File: config.mk
export PLATFORM = sky130hd
export DESIGN_NAME = bic_ctrl
export DESIGN_NICKNAME = d
export VERILOG_FILES = /design/src/hdl/bic_pkg.sv /design/src/hdl/bic_ctrl.sv
export SDC_FILE = /design/constraint.sdc
export NUM_CORES = 1
export LEC_CHECK = 0
export ABC_AREA = 1
export BUFFER_PORTS_ARGS = -buffer_cell sky130_fd_sc_hd__clkbuf_2
export CAP_MARGIN = 10
export CORE_AREA = 2 2 44 46
export CTS_CLUSTER_SIZE = 10
export DETAILED_ROUTE_END_ITERATION = 12
export DIE_AREA = 0 0 46 48
export PLACE_DENSITY = 0.74
export SYNTH_ARGS = -nofsm -noshare
export SYNTH_HDL_FRONTEND = slang
export SYNTH_SLANG_ARGS = --single-unit
File: constraint.sdc
create_clock -name clk_i -period 1.4 [get_ports clk_i]
set_input_delay 0.21 -clock clk_i [delete_from_list [all_inputs] [get_ports clk_i]]
set_output_delay 0.21 -clock clk_i [all_outputs]
set_load 0.1 [all_outputs]
File: src/hdl/bic_pkg.sv
// shared types, constants and codes of the component labeler
package bic_pkg;

  localparam int PIX_W     = 8;
  localparam int LBL_W     = 18;
  localparam int CNT_W     = 19;
  localparam int CFG_W     = 10;
  localparam int CFG_IDX_W = 2;

  localparam int MAX_WIDTH_DEF  = 512;
  localparam int MAX_HEIGHT_DEF = 512;

  localparam logic [CFG_W-1:0] WIDTH_RST  = CFG_W'(512);
  localparam logic [CFG_W-1:0] HEIGHT_RST = CFG_W'(512);
  localparam logic [PIX_W-1:0] FG_RST     = PIX_W'(255);

  typedef enum logic [CFG_IDX_W-1:0] {
    CFG_WIDTH  = 2'd0,
    CFG_HEIGHT = 2'd1,
    CFG_FG     = 2'd2
  } cfg_idx_e;

  typedef struct packed {
    logic             req_type;
    logic [PIX_W-1:0] pixel;
  } req_t;

  typedef struct packed {
    logic             is_foreground;
    logic [LBL_W-1:0] label;
    logic [CNT_W-1:0] component_count;
    logic             last;
  } res_t;

  // neighbour slots of the current pixel
  typedef enum logic [1:0] {
    NB_L  = 2'd0,
    NB_UL = 2'd1,
    NB_UP = 2'd2,
    NB_UR = 2'd3
  } nb_e;

  // read address source of the parent table
  typedef enum logic [1:0] {
    EPR_PAR  = 2'd0,
    EPR_WALK = 2'd1,
    EPR_PIX  = 2'd2
  } ep_rsel_e;

  // start of a root walk
  typedef enum logic [1:0] {
    WS_MAX = 2'd0,
    WS_MIN = 2'd1,
    WS_IDX = 2'd2
  } walk_src_e;

  typedef enum logic [4:0] {
    S_IDLE,
    S_LOAD,
    S_NB1,
    S_NB2,
    S_NB3,
    S_NB4,
    S_DEC,
    S_LAB,
    S_LAB_W,
    S_W1_RD,
    S_W1_CK,
    S_W2_RD,
    S_W2_CK,
    S_ADV,
    S_RS_CHK,
    S_RS_RD,
    S_RS_CK,
    S_R_PL,
    S_R_EP,
    S_R_DN,
    S_R_OUT
  } state_e;

  typedef struct packed {
    logic      accept;
    logic      bg_wr;
    nb_e       nb_sel;
    logic      nb_cap;
    nb_e       nb_cap_idx;
    logic      decide;
    ep_rsel_e  ep_rsel;
    logic      fresh_wr;
    logic      par_wr;
    logic      walk_init;
    walk_src_e walk_src;
    logic      walk_step;
    logic      save_ra;
    logic      union_wr;
    logic      advance;
    logic      res_init;
    logic      res_wr;
    logic      done_set;
    logic      pl_rd_rpos;
    logic      emit;
    logic      emit_fg;
  } cmd_t;

  typedef struct packed {
    logic pix_fg;
    logic done;
    logic have1;
    logic have2;
    logic ab_differ;
    logic walk_done;
    logic frame_end;
    logic res_more;
    logic pl_bg;
  } status_t;

endpackage

File: src/hdl/bic_ctrl.sv
// sequencer of the component labeler
module bic_ctrl (
  input  logic             clk_i,
  input  logic             rst_ni,
  input  logic             start_i,
  input  logic             req_load_i,
  input  bic_pkg::status_t status_i,
  output bic_pkg::cmd_t    cmd_o,
  output logic             busy_o
);
  import bic_pkg::*;

  state_e state_q, state_d;

  always_ff @(posedge clk_i or negedge rst_ni) begin
    if (!rst_ni) begin
      state_q <= S_IDLE;
    end else begin
      state_q <= state_d;
    end
  end

  always_comb begin
    state_d = state_q;
    cmd_o   = '0;
    cmd_o.ep_rsel = EPR_WALK;
    unique case (state_q)
      S_IDLE: begin
        if (start_i) begin
          cmd_o.accept = 1'b1;
          if (req_load_i) begin
            state_d = S_LOAD;
          end else if (status_i.done) begin
            state_d = S_R_PL;
          end
        end
      end
      S_LOAD: begin
        if (status_i.pix_fg) begin
          cmd_o.nb_sel = NB_L;
          state_d = S_NB1;
        end else begin
          cmd_o.bg_wr = 1'b1;
          state_d = S_ADV;
        end
      end
      S_NB1: begin
        cmd_o.nb_sel = NB_UL;
        cmd_o.nb_cap = 1'b1;
        cmd_o.nb_cap_idx = NB_L;
        state_d = S_NB2;
      end
      S_NB2: begin
        cmd_o.nb_sel = NB_UP;
        cmd_o.nb_cap = 1'b1;
        cmd_o.nb_cap_idx = NB_UL;
        state_d = S_NB3;
      end
      S_NB3: begin
        cmd_o.nb_sel = NB_UR;
        cmd_o.nb_cap = 1'b1;
        cmd_o.nb_cap_idx = NB_UP;
        state_d = S_NB4;
      end
      S_NB4: begin
        cmd_o.nb_cap = 1'b1;
        cmd_o.nb_cap_idx = NB_UR;
        state_d = S_DEC;
      end
      S_DEC: begin
        cmd_o.decide = 1'b1;
        state_d = S_LAB;
      end
      S_LAB: begin
        if (status_i.have1) begin
          cmd_o.ep_rsel = EPR_PAR;
          state_d = S_LAB_W;
        end else begin
          cmd_o.fresh_wr = 1'b1;
          state_d = S_ADV;
        end
      end
      S_LAB_W: begin
        cmd_o.par_wr = 1'b1;
        if (status_i.have2 && status_i.ab_differ) begin
          cmd_o.walk_init = 1'b1;
          cmd_o.walk_src = WS_MAX;
          state_d = S_W1_RD;
        end else begin
          state_d = S_ADV;
        end
      end
      S_W1_RD: state_d = S_W1_CK;
      S_W1_CK: begin
        if (status_i.walk_done) begin
          cmd_o.save_ra = 1'b1;
          cmd_o.walk_init = 1'b1;
          cmd_o.walk_src = WS_MIN;
          state_d = S_W2_RD;
        end else begin
          cmd_o.walk_step = 1'b1;
          state_d = S_W1_RD;
        end
      end
      S_W2_RD: state_d = S_W2_CK;
      S_W2_CK: begin
        if (status_i.walk_done) begin
          cmd_o.union_wr = 1'b1;
          state_d = S_ADV;
        end else begin
          cmd_o.walk_step = 1'b1;
          state_d = S_W2_RD;
        end
      end
      S_ADV: begin
        cmd_o.advance = 1'b1;
        if (status_i.frame_end) begin
          cmd_o.res_init = 1'b1;
          state_d = S_RS_CHK;
        end else begin
          state_d = S_IDLE;
        end
      end
      S_RS_CHK: begin
        if (status_i.res_more) begin
          cmd_o.walk_init = 1'b1;
          cmd_o.walk_src = WS_IDX;
          state_d = S_RS_RD;
        end else begin
          cmd_o.done_set = 1'b1;
          state_d = S_IDLE;
        end
      end
      S_RS_RD: state_d = S_RS_CK;
      S_RS_CK: begin
        if (status_i.walk_done) begin
          cmd_o.res_wr = 1'b1;
          state_d = S_RS_CHK;
        end else begin
          cmd_o.walk_step = 1'b1;
          state_d = S_RS_RD;
        end
      end
      S_R_PL: begin
        cmd_o.pl_rd_rpos = 1'b1;
        state_d = S_R_EP;
      end
      S_R_EP: begin
        cmd_o.ep_rsel = EPR_PIX;
        if (status_i.pl_bg) begin
          cmd_o.emit = 1'b1;
          state_d = S_IDLE;
        end else begin
          state_d = S_R_DN;
        end
      end
      S_R_DN: state_d = S_R_OUT;
      S_R_OUT: begin
        cmd_o.emit = 1'b1;
        cmd_o.emit_fg = 1'b1;
        state_d = S_IDLE;
      end
      default: state_d = S_IDLE;
    endcase
  end

  assign busy_o = (state_q != S_IDLE);

endmodule

==> reports/results.env, run 1 <==
POST_SYNTH_INSTANCE_AREA_UM2=718.2
SEQ_AREA_FRAC_SYNTH_PCT=17.42
FIRST-ERROR='[ERROR DPL-0038] Utilization greater than 100%, impossible to legalize'
DIE-WIDTH_UM=46
START_UTIL_PCT=42.52
SYN-MEAN-INSTANCE-AREA_UM2=5.482
FLOORPLAN.DIE.HEIGHT_UM=48
NETLIST-CELL-TYPE-COUNT=20
TOP_LEVEL_PORTS=39
BUFFER_PORTS.INSERTED=38
RESULT_OF_THE_RUN='stopped before the end'
REPLACE_CONGESTION=1.029
SYNTH_NETS=144
POSTSYNTHCELLCOUNT=131
PLACEMENTROWS=15
YOSYSWARNINGS=0
SYNTH_SEQ_CELLS=5
FAILED_STAGE='detailed placement'
[Yosys cell counts]
| cell type | n | area [um2] |
|---|---|---|
| sky130_fd_sc_hd__nor2_1 | 16 | 60.06 |
| sky130_fd_sc_hd__a21oi_1 | 2 | 10.01 |
| sky130_fd_sc_hd__nor3_4 | 1 | 16.27 |
| sky130_fd_sc_hd__nor3_1 | 3 | 15.01 |
| sky130_fd_sc_hd__dfrtp_1 | 5 | 125.1 |
| sky130_fd_sc_hd__nor2_4 | 3 | 33.78 |
| sky130_fd_sc_hd__buf_2 | 1 | 5.000 |
| sky130_fd_sc_hd__o22ai_1 | 1 | 6.260 |
| sky130_fd_sc_hd__nand4_2 | 1 | 12.51 |
| sky130_fd_sc_hd__nand2_1 | 31 | 116.4 |
| sky130_fd_sc_hd__nor2_2 | 3 | 18.77 |
| sky130_fd_sc_hd__buf_4 | 2 | 15.01 |
| sky130_fd_sc_hd__nor4_1 | 1 | 6.260 |
| sky130_fd_sc_hd__o311ai_0 | 1 | 8.760 |
| sky130_fd_sc_hd__inv_1 | 28 | 105.1 |
| sky130_fd_sc_hd__nand3_1 | 19 | 95.09 |
| sky130_fd_sc_hd__o21ai_0 | 4 | 20.02 |
| sky130_fd_sc_hd__a31oi_1 | 1 | 6.260 |
| sky130_fd_sc_hd__nand4_1 | 5 | 31.28 |
| sky130_fd_sc_hd__inv_2 | 3 | 11.26 |
[cell families after synthesis]
family | Yosys count | synth area share (%)
AOI/OAI and AO/OA | 9 | 7.144
and+or+nand+nor | 83 | 56.45
DFF | 5 | 17.42
buffers and inverters | 34 | 18.99
[stage by stage]
step           std cells  hold WS [ns]  TNS [ns]
2_1_floorplan        131      -0.08559    -5.412
3_3_place_gp         219       0.02417    -1.791
==> run 2, diff against run 1 <==
--- a/config.mk
+++ b/config.mk
@@ -8,11 +8,10 @@
 export ABC_AREA = 1
 export BUFFER_PORTS_ARGS = -buffer_cell sky130_fd_sc_hd__clkbuf_2
 export CAP_MARGIN = 10
-export CORE_AREA = 2 2 44 46
-export CTS_CLUSTER_SIZE = 10
+export CORE_AREA = 2 2 63 65
 export DETAILED_ROUTE_END_ITERATION = 12
-export DIE_AREA = 0 0 46 48
-export PLACE_DENSITY = 0.74
+export DIE_AREA = 0 0 65 67
+export PLACE_DENSITY_LB_ADDON = 0.15
 export SYNTH_ARGS = -nofsm -noshare
 export SYNTH_HDL_FRONTEND = slang
 export SYNTH_SLANG_ARGS = --single-unit
==> reports/results.env, run 2 <==
GLOBALROUTETOTALUTIL_PCT=18.43
DRIVE_GT1_SHARE_PCT=78.88
FILLERINSTANCES=295
GRT_ANTENNA_BEFORE_REPAIR=0
START_UTIL_PCT=19.92  # was 42.52%
PLACEMENTROWS=22  # was 15
MIN_PERIOD_OVER_PERIOD_PCT=129.8
PLACEMENT.SETUP.WORST_SLACK_NS=-0.2342
POSTSYNTHCELLCOUNT=131  # unchanged
SYN2LAYOUT_AREA_GROWTH_PCT=250.0
REPLACE_CONGESTION=0.8499  # was 1.029
MAXIMUM_CLOCK_FREQUENCY_MHz=550.5
ANT_NETS=0
ANTENNA-DIODE-COUNT=0
FINAL_REPORT_HOLD_VIOLATION_COUNT=0
YOSYS.AREA.TOP_TYPE='sky130_fd_sc_hd__dfrtp_1'  # unchanged
TOP_LEVEL_PORTS=39  # unchanged
LARGEST_REGISTER='state_q'
LEADING_CELL_TYPE_IN_THE_LAYOUT_FILL_AND_TAPS_EXCLUDED='sky130_fd_sc_hd__buf_12'
RSZ0062_AT_GRT='yes'
SETUP_WS_NS=-0.4166
GRT.BUSIEST_LAYER='met2'
CRITICAL_R2R_LAUNCH='state_q[0]'
WORST_PATH_MAX_DELAY_CELL='sky130_fd_sc_hd__dfrtp_2'
RR_WORST_DEPTH=11
CRITICAL-PATH-TOP-CELL-BY-COUNT='sky130_fd_sc_hd__buf_12'
POST_SYNTH_INSTANCE_AREA_UM2=718.2  # unchanged
CLOCKROOTBUFFER='sky130_fd_sc_hd__clkbuf_8'
DETAIL_ROUTE.WL_PER_CELL_UM=13.24
DETAIL_ROUTE.FIRST_PASS.ITERATIONS=4
INITIALDRTVIOLATIONCOUNT=28
USE_MET2_PCT=35.05
STDCELL_AREA_UM2=2514
NUMBER_OF_ENABLE_TYPE_REGISTER_CELLS_IN_THE_SYNTHESIZED_NETLIST=0  # unchanged
MAX_SLEW.WORST_PIN.SLEW_NS=0.3231
TRITONCTS='done'
WORST_SETUP_PATH_END_KIND='output port'
MOST_FREQUENT_CELLS_IN_THE_LAYOUT='31 x sky130_fd_sc_hd__buf_12, 30 x sky130_fd_sc_hd__buf_6, 26 x sky130_fd_sc_hd__buf_4, 15 x sky130_fd_sc_hd__nand2_1'
MAX_CAPACITANCE_VIOLATION_TOTAL=0
HOLD_PATH.STARTPOINT='req_load_i'
PLACED_CELL_AREA_UM2=1908
CTS.SINKS=5
SYNTH_TOP_CELL_AREA_SHARE_PCT=17.42  # unchanged
UTILIZATION_PCT=69.71
TOTAL_WIRE_LENGTH_AFTER_DETAILED_ROUTING_UM=3708
MAX-SLEW-MARGIN-REL_PCT=78.44
VIOLATIONS_IN_THE_FINAL_REPORTS='negative setup slack'
PATH_CLK_SLEW_NS=0.04
DETAIL_ROUTE.VIAS_PER_CELL=4.432
GRT_FIRST_PASS_WIRELENGTH_UM=6175
GLOBAL_ROUTING_MET3_RESOURCE_UTILIZATION_PCT=1.182
YS.FLOP_TYPE='sky130_fd_sc_hd__dfrtp_1'  # unchanged
MET1_USAGE_PCT=22.66
SYNTH_COMMON_CELLS='31 x sky130_fd_sc_hd__nand2_1, 28 x sky130_fd_sc_hd__inv_1, 19 x sky130_fd_sc_hd__nand3_1'  # unchanged
SYNTH_SEQ_CELLS=5  # unchanged
CP_SLOWEST_STAGE_DELAY_NS=0.43
WORSTPATHCELLLIST='buf_12, nor2_4, buf_4, nand3_4, o311ai_4, buf_12'
SYNTH-ASYNC-RESET-RATIO_PCT=100.0  # unchanged
SYN-MEAN-INSTANCE-AREA_UM2=5.482  # unchanged
HOLD_PATH_DEPTH=4
SYNTH_AREA_LEADERS='sky130_fd_sc_hd__dfrtp_1 17%, sky130_fd_sc_hd__nand2_1 16%, sky130_fd_sc_hd__inv_1 15%'  # unchanged
BUFFER_PORTS.INSERTED=38  # unchanged
NUMCTSBUFFERS=3
FLOORPLAN.DIE.HEIGHT_UM=67  # was 48 um
YOSYSWARNINGS=0  # unchanged
PLACE.DETAILED.HPWL_UM=2859
CELL_WITH_THE_MOST_INSTANCES_AFTER_SYNTHESIS='sky130_fd_sc_hd__nand2_1'  # unchanged
FIN_WORST_SKEW_NS=0.005104
GRT_PASS1_VIAS=1328
ROUTED-VIA-COUNT=1241
REGISTER_TO_REGISTER_SETUP_SLACK_NS=-0.22
FIN_NETS=246
DRC_ERRORS=0
LARGEST_REGISTER_FF_COUNT=5
SYNTH_NETS=144  # unchanged
CLK_PATH_BUF_DEPTH=2
WORST_HOLD_PATH.ENDPOINT='state_q[4]'
NETLIST-CELL-TYPE-COUNT=20  # unchanged
HOLD_CLASS='primary input to flip-flop'
DIE-WIDTH_UM=65  # was 46 um
WORST_EP_REQUIRED_TIME_NS=1.19
RESULT_OF_THE_RUN='finished with violations'  # was stopped before the end
LATEST_CLOCK_ARRIVAL_WITHIN_THE_WORST_SKEW_PAIR_NS=0.22
GRT_REMAINING_OVERFLOW=0
HTREEDEPTH=1
AREA_OF_THE_DIE_UM2=4355
CRIT_FANOUT=6
FINALMAXSLEWVIOLATIONS=0
TIMING.SETUP.CRITICAL_PATH_CLASS='flip-flop to output port'
GRT_MAX_DEGREE=8
TIMING.RR.END='state_q[0]'
CRITICAL_PATH_ARRIVAL_NS=1.61
FINAL_SETUP_VIOLATION_COUNT=31
SEQ_AREA_FRAC_SYNTH_PCT=17.42  # unchanged
STARTPOINT_TYPES='flip-flop'
REG_TOP3='state_q x5'
FF_LATCH_AREA_UM2=131.4
MULTI_INPUT_AREA_UM2=869.6
DESIGN.CORE.AREA_UM2=3606
FINAL.MIN_CLOCK_PERIOD_NS=1.817
-- run 2: cell counts after synthesis --
Identical to the previous run, type by type.
-- run 2: kinds of logic after synthesis --
family,after synthesis,share of synthesized area (%)
AND/OR/NAND/NOR,83,56.45
AO/OA/AOI/OAI,9,7.144
buffers and inverters,34,18.99
flip-flops,5,17.42
-- run 2: how the worst max path moves through the flow --
stage	from	to	slack [ns]	depth (start not counted)
finish	state_q[0]	cmd_o[12]	-0.42	6
global route	state_q[0]	cmd_o[12]	-0.45	6
CTS	state_q[4]	cmd_o[12]	-0.38	5
detailed placement	state_q[2]	cmd_o[19]	-0.23	5
global placement	state_q[2]	cmd_o[19]	-0.26	5
floorplan	state_q[4]	cmd_o[3]	-0.64	5
-- run 2: repair_timing --
item | 4_1_cts | 5_1_grt
gates resized for setup | 57 | 32
hold endpoints to repair | 5 | 0
setup buffers | 19 | 10
hold buffers | 1 | 0
pin swaps | 22 | 22
endpoints found under the setup margin | 31 | 31
-- run 2: layout make-up --
type / count / share of cell area [%]
clock buffer: 4 / 1.792
inverter: 31 / 7.317
multi-input combinational: 92 / 34.59
sequential: 5 / 5.226
tap: 48 / 2.389
timing repair buffer: 100 / 48.68
-- run 2: worst max-delay path, delay by kind of cell (launching register included) --
kind,cells,cell delay (ns)
buf+inv,3,0.53
flops,1,0.43
simple gates,2,0.31
compound gates,1,0.11
-- run 2: layer usage --
metal	routed length (um)	share of wire [%]	vias up
li1	-	-	622
met1	1455	39	576
met2	2079	56	41
met3	156	4.2	2
met4	16	0.43	0
met5	0	0	-
-- run 2: stage by stage --
step	hold slack, ns	std cells	TNS (ns)
after floorplan	-0.08559	131	-5.412
after global placement	0.02537	252	-3.725
after detailed placement	0.02635	252	-3.663
after CTS	0.3107	273	-8.425
after global routing	0.3477	280	-10.50
final	0.3133	280	-8.860
Power of run 2 is not shown: default switching activity piles up to over one toggle a cycle in this logic, so the estimate is an artifact.
